==> src/rtl/core/rdc_pkg.sv <==
// Package for the reliable datagram channel: command codes, register
// indexes and the result record. No dependencies.
`timescale 1ns / 1ps
`default_nettype none

package rdc_pkg;

  typedef enum logic [1:0] {
    CMD_APPEND   = 2'd0,
    CMD_TRANSMIT = 2'd1,
    CMD_RECEIVE  = 2'd2
  } rdc_cmd_t;

  localparam logic REG_IS_CLIENT = 1'b0;
  localparam logic REG_QPORT     = 1'b1;

  localparam logic [3:0] HDR_CLIENT = 4'd10;
  localparam logic [3:0] HDR_SERVER = 4'd8;

  typedef struct packed {
    logic [31:0] tx_seq_word;
    logic [31:0] tx_ack_word;
    logic [15:0] tx_qport;
    logic        tx_has_qport;
    logic        tx_reliable;
    logic [10:0] reliable_bytes;
    logic        unreliable_sent;
    logic        rx_accepted;
    logic [30:0] rx_dropped;
    logic [31:0] drop_total;
    logic        link_fatal;
  } rdc_result_t;

endpackage

`default_nettype wire

==> src/rtl/core/reliable_datagram_channel.sv <==
// Top level of the reliable datagram channel sequencing engine.
// Depends on rdc_pkg.
//
//  channel | signals                     | handshake
//  --------+-----------------------------+--------------------------------
//  in      | cmd, lengths, rx words      | in_valid high, in_stall low
//  out     | tx/rx result fields         | out_valid high, out_stall low
//  cfg     | cfg_index, cfg_data         | cfg_valid and cfg_ready high
//
// One transaction per cycle while in_stall is low: each item is worked in a single pass
// of logic between the input handshake and the result register.
// A skid register behind the result register takes one item while the
// result is stalled; in_stall is that skid register being full.
// Reset (rst, synchronous) returns all sequencing state to its start values
// and empties both result registers. cfg_ready is always high.
`timescale 1ns / 1ps
`default_nettype none

module reliable_datagram_channel
  import rdc_pkg::*;
#(
  parameter int PACKET_BYTES  = 1400,
  parameter int MESSAGE_BYTES = 1400
) (
  input  wire logic        clk,
  input  wire logic        rst,
  // input transactions
  input  wire logic        in_valid,
  output logic             in_stall,
  input  wire logic [1:0]  cmd,
  input  wire logic [10:0] append_length,
  input  wire logic [10:0] unreliable_length,
  input  wire logic [31:0] rx_sequence_word,
  input  wire logic [31:0] rx_ack_word,
  // result transactions
  output logic             out_valid,
  input  wire logic        out_stall,
  output logic [31:0]      tx_seq_word,
  output logic [31:0]      tx_ack_word,
  output logic [15:0]      tx_qport,
  output logic             tx_has_qport,
  output logic             tx_reliable,
  output logic [10:0]      reliable_bytes,
  output logic             unreliable_sent,
  output logic             rx_accepted,
  output logic [30:0]      rx_dropped,
  output logic [31:0]      drop_total,
  output logic             link_fatal,
  // configuration writes
  input  wire logic        cfg_valid,
  output logic             cfg_ready,
  input  wire logic        cfg_index,
  input  wire logic [15:0] cfg_data
);

  // Width of the pending and in-flight message lengths.
  localparam int LEN_W  = $clog2(MESSAGE_BYTES + 1);
  localparam int PKT_W  = $clog2(PACKET_BYTES + 1);
  localparam int MAX_W  = (LEN_W > PKT_W) ? LEN_W : PKT_W;
  // Room for sums of a length, a header or an 11-bit field, with carry.
  localparam int CALC_W = ((MAX_W > 11) ? MAX_W : 11) + 1;

  // Configuration registers
  logic        is_client;
  logic [15:0] qport_value;

  // Sequencing state
  logic [30:0]      out_seq,           out_seq_next;
  logic [30:0]      in_seq,            in_seq_next;
  logic [30:0]      in_acked,          in_acked_next;
  logic             in_rel_acked_bit,  in_rel_acked_bit_next;
  logic             rel_bit,           rel_bit_next;
  // Loaded from out_seq + 1 on a reliable send; same 31-bit width as out_seq.
  logic [30:0]      last_rel_seq,      last_rel_seq_next;
  logic             in_rel_bit,        in_rel_bit_next;
  logic [LEN_W-1:0] rel_len,           rel_len_next;
  logic [LEN_W-1:0] pending_len,       pending_len_next;
  logic             overflow_flag,     overflow_flag_next;
  logic             fatal_flag,        fatal_flag_next;
  logic [31:0]      gap_count,         gap_count_next;

  // Result register and skid register
  rdc_result_t res;
  rdc_result_t out_data;
  rdc_result_t skid_data;
  logic        skid_valid;

  logic in_take;
  logic out_take;

  // Transmit and receive scratch values
  logic              send;
  logic              load_pending;
  logic [LEN_W-1:0]  tx_len;
  logic [CALC_W-1:0] header;
  logic [CALC_W-1:0] used;
  logic [CALC_W-1:0] room;
  logic [CALC_W-1:0] append_sum;
  logic [30:0]       rx_seq;
  logic [30:0]       rx_gap;

  assign cfg_ready = 1'b1;
  assign in_stall  = skid_valid;
  assign in_take   = in_valid && !skid_valid;
  assign out_take  = out_valid && !out_stall;

  // Append: grow the pending message unless it would overflow.
  assign append_sum = CALC_W'(pending_len) + CALC_W'(append_length);

  // Transmit: resend when the peer acked a later packet without flipping the
  // bit; promote the pending message when nothing is in flight.
  assign load_pending = (rel_len == '0) && (pending_len != '0);
  assign send         = ((in_acked > last_rel_seq) && (in_rel_acked_bit != rel_bit))
                        || load_pending;
  assign tx_len       = load_pending ? pending_len : rel_len;
  assign header       = is_client ? CALC_W'(HDR_CLIENT) : CALC_W'(HDR_SERVER);
  assign used         = send ? (header + CALC_W'(tx_len)) : header;
  // Room left counts as zero once the header and reliable part overrun.
  assign room         = (used > CALC_W'(PACKET_BYTES)) ? '0 : (CALC_W'(PACKET_BYTES) - used);

  // Receive: gap between the incoming sequence and the last one seen.
  assign rx_seq = rx_sequence_word[30:0];
  assign rx_gap = rx_seq - in_seq - 31'd1;

  always_comb begin
    out_seq_next          = out_seq;
    in_seq_next           = in_seq;
    in_acked_next         = in_acked;
    in_rel_acked_bit_next = in_rel_acked_bit;
    rel_bit_next          = rel_bit;
    last_rel_seq_next     = last_rel_seq;
    in_rel_bit_next       = in_rel_bit;
    rel_len_next          = rel_len;
    pending_len_next      = pending_len;
    overflow_flag_next    = overflow_flag;
    fatal_flag_next       = fatal_flag;
    gap_count_next        = gap_count;
    res                   = '0;

    unique case (cmd)
      CMD_APPEND: begin
        if (append_sum > CALC_W'(MESSAGE_BYTES)) begin
          overflow_flag_next = 1'b1;
        end else begin
          pending_len_next = LEN_W'(append_sum);
        end
      end
      CMD_TRANSMIT: begin
        if (overflow_flag) begin
          // No packet goes out; latch the fatal condition.
          fatal_flag_next = 1'b1;
        end else begin
          if (load_pending) begin
            rel_len_next     = pending_len;
            pending_len_next = '0;
            rel_bit_next     = ~rel_bit;
          end
          out_seq_next = out_seq + 31'd1;
          if (send) begin
            last_rel_seq_next = out_seq + 31'd1;
          end
          res.tx_seq_word     = {send, out_seq};
          res.tx_ack_word     = {in_rel_bit, in_seq};
          res.tx_qport        = is_client ? qport_value : 16'd0;
          res.tx_has_qport    = is_client;
          res.tx_reliable     = send;
          res.reliable_bytes  = send ? 11'(tx_len) : 11'd0;
          res.unreliable_sent = (room >= CALC_W'(unreliable_length));
        end
      end
      CMD_RECEIVE: begin
        // Drop stale and duplicate packets silently.
        if (rx_seq > in_seq) begin
          if (rx_gap != '0) begin
            gap_count_next = gap_count + 32'd1;
          end
          if (rx_ack_word[31] == rel_bit) begin
            rel_len_next = '0;
          end
          in_seq_next           = rx_seq;
          in_acked_next         = rx_ack_word[30:0];
          in_rel_acked_bit_next = rx_ack_word[31];
          if (rx_sequence_word[31]) begin
            in_rel_bit_next = ~in_rel_bit;
          end
          res.rx_accepted = 1'b1;
          res.rx_dropped  = rx_gap;
        end
      end
      default: begin
        // Unused code: no state change.
      end
    endcase

    res.drop_total = gap_count_next;
    res.link_fatal = fatal_flag_next;
  end

  // Configuration registers
  always_ff @(posedge clk) begin
    if (rst) begin
      is_client   <= 1'b0;
      qport_value <= 16'd0;
    end else if (cfg_valid && cfg_ready) begin
      unique case (cfg_index)
        REG_IS_CLIENT: is_client   <= cfg_data[0];
        REG_QPORT:     qport_value <= cfg_data;
        default:       ;
      endcase
    end
  end

  // Sequencing state: advance on every accepted input transaction.
  always_ff @(posedge clk) begin
    if (rst) begin
      out_seq          <= 31'd1;
      in_seq           <= '0;
      in_acked         <= '0;
      in_rel_acked_bit <= 1'b0;
      rel_bit          <= 1'b0;
      last_rel_seq     <= '0;
      in_rel_bit       <= 1'b0;
      rel_len          <= '0;
      pending_len      <= '0;
      overflow_flag    <= 1'b0;
      fatal_flag       <= 1'b0;
      gap_count        <= '0;
    end else if (in_take) begin
      out_seq          <= out_seq_next;
      in_seq           <= in_seq_next;
      in_acked         <= in_acked_next;
      in_rel_acked_bit <= in_rel_acked_bit_next;
      rel_bit          <= rel_bit_next;
      last_rel_seq     <= last_rel_seq_next;
      in_rel_bit       <= in_rel_bit_next;
      rel_len          <= rel_len_next;
      pending_len      <= pending_len_next;
      overflow_flag    <= overflow_flag_next;
      fatal_flag       <= fatal_flag_next;
      gap_count        <= gap_count_next;
    end
  end

  // Result and skid valid bits. While the skid holds a result the input is
  // stalled, so a drain of the result register only refills it from skid.
  always_ff @(posedge clk) begin
    if (rst) begin
      out_valid  <= 1'b0;
      skid_valid <= 1'b0;
    end else begin
      priority if (skid_valid) begin
        if (out_take) begin
          skid_valid <= 1'b0;
        end
      end else if (in_take) begin
        if (out_valid && !out_take) begin
          skid_valid <= 1'b1;
        end else begin
          out_valid <= 1'b1;
        end
      end else if (out_take) begin
        out_valid <= 1'b0;
      end
    end
  end

  // Result and skid payloads
  always_ff @(posedge clk) begin
    priority if (skid_valid) begin
      if (out_take) begin
        out_data <= skid_data;
      end
    end else if (in_take) begin
      if (out_valid && !out_take) begin
        skid_data <= res;
      end else begin
        out_data <= res;
      end
    end
  end

  assign tx_seq_word     = out_data.tx_seq_word;
  assign tx_ack_word     = out_data.tx_ack_word;
  assign tx_qport        = out_data.tx_qport;
  assign tx_has_qport    = out_data.tx_has_qport;
  assign tx_reliable     = out_data.tx_reliable;
  assign reliable_bytes  = out_data.reliable_bytes;
  assign unreliable_sent = out_data.unreliable_sent;
  assign rx_accepted     = out_data.rx_accepted;
  assign rx_dropped      = out_data.rx_dropped;
  assign drop_total      = out_data.drop_total;
  assign link_fatal      = out_data.link_fatal;

endmodule

`default_nettype wire

==> config.mk <==
export PLATFORM = sky130hd
export DESIGN_NAME = reliable_datagram_channel
export DESIGN_NICKNAME = d
export VERILOG_FILES = /design/src/rtl/core/rdc_pkg.sv /design/src/rtl/core/reliable_datagram_channel.sv
export SDC_FILE = /design/constraint.sdc
export NUM_CORES = 1
export LEC_CHECK = 0
export BUFFER_PORTS_ARGS = -buffer_cell sky130_fd_sc_hd__buf_2
export CORE_AREA = 2 2 224 226
export DETAILED_ROUTE_END_ITERATION = 10
export DIE_AREA = 0 0 226 228
export GPL_ROUTABILITY_DRIVEN = 1
export PLACE_DENSITY = 0.7
export SLEW_MARGIN = 20
export SYNTH_ARGS = -nofsm -noshare
export SYNTH_HDL_FRONTEND = slang
export SYNTH_SLANG_ARGS = --single-unit
export TNS_END_PERCENT = 50
==> constraint.sdc <==
create_clock -name clk -period 20.2 [get_ports clk]
set_input_delay 1.01 -clock clk [delete_from_list [all_inputs] [get_ports clk]]
set_output_delay 1.01 -clock clk [all_outputs]
set_load 0.05 [all_outputs]
Word-level counts from Yosys, hierarchy flattened:

Cells that the tools add are included.

* bits in registers: 520
* bits in latches: 0
* bits in writable memories: 0
* bits in read-only memories: 0
* output and inout bits: 162
* memories: 0

* add/sub/neg operators: 7
* multipliers: 0
* div/mod/pow operators: 0
* magnitude comparators: 5
* equality and inequality tests: 12
* shift-type cells: 0
* muxes and demuxes: 34
* bitwise gates (word level): 5
* reduce and logical (&&, ||, !) cells: 30

Operators by type and width (number)
* 159-bit two-way mux: 4
* 94-bit two-way mux: 2
* 32-bit two-way mux: 5
* 11-bit two-way mux: 8
* 31-bit > comparator: 2
* 11-bit one-hot mux with 2 select lines: 2
* 32-bit by 1-bit adder with 32-bit output, second input constant: 1
* 31-bit by 1-bit adder with 31-bit output, second input constant: 1
* 31-bit nonzero test: 1
* 31-bit by 1-bit subtractor with 31-bit output, second input constant: 1
* 31-bit subtractor: 1
* 12-bit by 11-bit > comparator with 1-bit output, second input constant: 2
* 12-bit two-way mux: 2
* 3-bit AND reduction: 6
* 16-bit two-way mux: 1
* 2-bit inequality test, second input constant: 7
* 11-bit by 11-bit adder with 12-bit output: 1
* 4-bit by 11-bit adder with 12-bit output: 1
* 12-bit by 11-bit >= comparator with 1-bit output: 1
* 4-bit AND reduction: 3
* 11-bit by 12-bit subtractor with 12-bit output, first input constant: 1
* 11-bit logical NOT: 1
* 11-bit nonzero test: 1
* 5-bit AND reduction: 2
* other kinds (14): 36

Depth between registers and ports, before layout:

* depth after elaboration: 13
* depth in mapped cells: 29
* mapped depth without buffers: 28

Worst setup path after synthesis:

No wires, ideal clock.

* path type: input port to flip-flop
* start: input port in_valid
* end: register out_data, in the netlist drop_total[0] (enable)
* library setup time: 728 ps
* data arrival time: 9009 ps
* setup slack: 10463 ps
* stages: 3
* path buffers: 0
* path through: nor2b_1 a21oi_1 a21oi_1

* word-level cells in the longest chain between the ends: 3

Ends and longest elaborated chain
* from (decl): line reliable_datagram_channel.sv:28 `input wire logic in_valid,`
* 1-bit logical AND: line reliable_datagram_channel.sv:104 `assign in_take = in_valid && !skid_valid;`
* 2-bit nonzero test (no source line)
* 3-bit AND reduction (no source line)
* to (signal assigned): line reliable_datagram_channel.sv:271 `out_data <= skid_data;`
* to (signal assigned): line reliable_datagram_channel.sv:277 `out_data <= res;`
* to (decl): line reliable_datagram_channel.sv:84 `rdc_result_t out_data;`

Every way passes these cells.
A chain may end at the register's enable or synchronous reset.

Worst setup path in the final report:

* start: register rel_len[3]
* end: register out_data, in the netlist unreliable_sent (data pin)

* word-level cells in the longest chain between the ends: 13

Ends and longest elaborated chain
* from (decl): line reliable_datagram_channel.sv:76 `logic [LEN_W-1:0] rel_len, rel_len_next;`
* from (signal assigned): line reliable_datagram_channel.sv:236 `rel_len <= rel_len_next;`
* 11-bit logical NOT: line reliable_datagram_channel.sv:112 `assign load_pending = (rel_len == '0) && (pending_len != '0);`
* 1-bit logical AND: line reliable_datagram_channel.sv:112
* 11-bit two-way mux
* 4-bit by 11-bit adder with 12-bit output: line reliable_datagram_channel.sv:117 `assign used = send ? (header + CALC_W'(tx_len)) : header;`
* 12-bit two-way mux *: line reliable_datagram_channel.sv:117
* 11-bit by 12-bit subtractor with 12-bit output / 12-bit by 11-bit > comparator with 1-bit output (equally long branches): line reliable_datagram_channel.sv:119 `assign room = (used > CALC_W'(PACKET_BYTES)) ? '0 : (CALC_W'(PACKET_BYTES) - used);`
* 12-bit two-way mux *: line reliable_datagram_channel.sv:119
* 12-bit by 11-bit >= comparator with 1-bit output *: line reliable_datagram_channel.sv:168 `res.unreliable_sent = (room >= CALC_W'(unreliable_length));`
* 94-bit two-way mux *: line reliable_datagram_channel.sv:149 `if (overflow_flag) begin`
* 94-bit two-way mux *: line reliable_datagram_channel.sv:140 `unique case (cmd)`
* 159-bit two-way mux *: line reliable_datagram_channel.sv:274 `if (out_valid && !out_take) begin`
* 159-bit two-way mux *: line reliable_datagram_channel.sv:273 `end else if (in_take) begin`
* 159-bit two-way mux *: line reliable_datagram_channel.sv:269 `priority if (skid_valid) begin`

Every way passes the cells marked *; elsewhere a longest branch is shown, timed or not. The select of a mux whose other input is x is not followed.

==> impl_metrics.json <==
{
  "cts_buffers": 54,
  "drv_cap": 0,
  "initial_core_util_pct": 52.1,
  "r2r-start": "rel_len[3]",
  "yosys.area.top_type": "edfxtp_1",
  "core.rowCount": 82,
  "end_kind": "register",
  "pin_count": 272,
  "grt_pass1_vias": 19000,
  "vias": 20000,
  "hold_ws_ns": 0.453,
  "postPlaceCellArea_um2": 27400,
  "die_w_um": 226,
  "grt_start_max_net_pins": 159,
  "routedWlPerCell_um": 19.2,
  "finalInstanceArea_um2": 29200,
  "cts_htree_levels": 2,
  "p_per_area_nw_per_um2": 88.1,
  "slowest_stage": "a211oi_2",
  "cts-root-buf": "clkbuf_16",
  "drive_gt1_share_pct": 16.7,
  "clock_path_buffers": 3,
  "setup_viol_count_final": 0,
  "cts.sinks": 518,
  "yosysTopAreaCellShare_pct": 36.9,
  "dp_slack_ns": 13.93,
  "cts_setup_buffers": 0,
  "cp.required_ns": 20.51,
  "grt_pass1_wl_mm": 105,
  "status": "complete, no violations",
  "gp_congestion": 0.936,
  "dr.pass1.iters": 6,
  "synth-edff-count": 316,
  "path_buf_inv": 1,
  "drt_iter0_drc": 1702,
  "track_usage_pct": 25.7,
  "synth_cells": 2596,
  "path_depth": 26,
  "max_freq_mhz": 156,
  "dp_hpwl_mm": 46.3,
  "yosys_warnings": 0,
  "coreArea_um2": 49300,
  "die_area_um2": 51500,
  "most-common-layout-cells": "nand2_1, edfxtp_1, buf_2",
  "tritoncts": "done",
  "r2r_setup_slack_ns": 13.80,
  "yosys-top-cells-area": "edfxtp_1, dfxtp_1, nand2_1",
  "syn-cell-area_um2": 25700,
  "worstRegToRegCells": 26,
  "rsz0062_at_grt": "false",
  "p_leak_uw": 0.0111,
  "syn_nets": 2798,
  "arrival_ns": 6.71,
  "hold_start": "qport_value[15]",
  "hold_depth": 2,
  "synth_seq_area_share_pct": 52.6,
  "cp-start-kind": "register",
  "antenna_found_initial": 1,
  "synth_cell_types": 81,
  "setup_slack_ns": 13.80,
  "holdCritPathClass": "register to register",
  "cp-startpoint": "rel_len[3]",
  "final_hold_viol_count": 0,
  "die_h_um": 228,
  "ys.flop_type": "edfxtp_1",
  "diodes": 0,
  "cp_max_fo": 12,
  "synth_seq_cells": 518,
  "cts_resized": 0,
  "area_growth_pct": 13.5,
  "tns_ns": 0,
  "grt.overflow.total": 0,
  "hold_end": "qport_value[15]",
  "path_delay_family": "compound AO/OA/AOI/OAI gates",
  "max_stage_delay_ns": 0.52,
  "cts_hold_buf": 0,
  "nets": 2979,
  "drtAntennaViolNets": 0,
  "slew_viol_final": 0,
  "r2r-end": "unreliable_sent",
  "wl_mm": 67.0,
  "ys_async_sr_fraction_pct": 0,
  "fin_skew_ns": 0.0190,
  "ir_drop_uv": 70.0,
  "worstMarginPinSlew_ns": 1.08,
  "fin_crit_ns": 6.40,
  "vias_per_cell": 5.71,
  "fin_crit_sh_pct": 31.7,
  "path_clk_slew_ns": 0.07,
  "crit_type": "register to register",
  "numPortBuffers": 270,
  "max_slew_margin_pct": 28.0,
  "final_common_cell": "nand2_1",
  "clk_latency_ns": 0.60,
  "avgSynthCellArea_um2": 9.91,
  "drcViolationCount": 0
}
## stage by stage
step / instances / utilization, % / total power [uW]
2_1_floorplan: 2596 / - / 1500
3_5_place_dp: 3392 / 55.6 / 1600
6_report: 3494 / 59.2 / 2580
4_1_cts: 3493 / 59.2 / 2590
5_1_grt: 3494 / 59.2 / 2670
3_3_place_gp: 3392 / 55.6 / 1600
## cells in the mapped netlist, types with 9 or more instances
library cell and count:
a21o_1 35, ha_1 90, and3_1 34, inv_1 108
nand3_1 52, nand2b_1 24, a211oi_1 38, nor2_1 249
nor3_1 20, or2_2 9, mux2_2 51, or3_1 23
o31ai_2 10, nand2_1 374, a31oi_1 45, buf_1 18
mux2i_1 16, a21oi_1 192, clkbuf_1 114, nand4_1 33
and2_1 41, o21ai_0 60, or4_1 57, nor4_1 13
xnor2_1 47, buf_2 19, o21ai_1 13, edfxtp_1 316
o31ai_1 120, dfxtp_1 202, xor2_1 42, nor2b_1 17
## sequential cells by signal, summed over array words and instances, names as in the netlist, 16 cells and up
name	cells
out_seq	31
skid_data	158
drop_total	32
rx_dropped	31
in_acked	31
last_rel_seq	31
tx_qport	16
qport_value	16
in_seq	31
tx_seq_word	32
gap_count	32
tx_ack_word	32
## where the power goes
part           switching (uW)  total, uW  internal (uW)
clock network             417        992            575
registers                22.0       1190           1170
logic                     285        392            107
## metal layers
metal	global-route usage (%)	up-vias	part of all wire, %
li1	-	9753	-
met2	41.4	513	47
met1	36.3	9593	46
met5	0	-	0.018
met3	3.54	104	4.9
met4	7.55	2	2.5
## cell type report
cell class	instances	area, um2
inverter	108	408
timing repair buffer	287	1520
multi-input combinational	1808	11200
clock inverter	31	294
fill	4216	20100
tap	672	841
sequential	518	13500
clock buffer	70	1460
## how the worst max path moves through the flow
stage | end | slack [ns]
global route | unreliable_sent | 13.08
floorplan | drop_total[0] | 10.46
detailed placement | unreliable_sent | 13.93
global placement | unreliable_sent | 14.03
CTS | unreliable_sent | 13.94
finish | unreliable_sent | 13.80
## cells by family after synthesis
logic type	after synthesis	synth area share, %
compound gates	590	15.1
xor+xnor	89	3.03
fa+ha+maj	92	4.53
buf+inv	270	4.26
flops	518	52.6
mux	68	2.90
other cells	1	0.0146
simple gates	968	17.6
## worst register-to-register path: cells and delay by family, from the launching register on
kind / cells / cell delay (ns)
buffers and inverters: 1 / 0.09
adder cells (fa/ha/maj): 2 / 0.40
AND/OR/NAND/NOR: 9 / 1.99
flip-flops: 1 / 0.36
AO/OA/AOI/OAI: 14 / 3.27
Power figures use the tool's default switching activity.
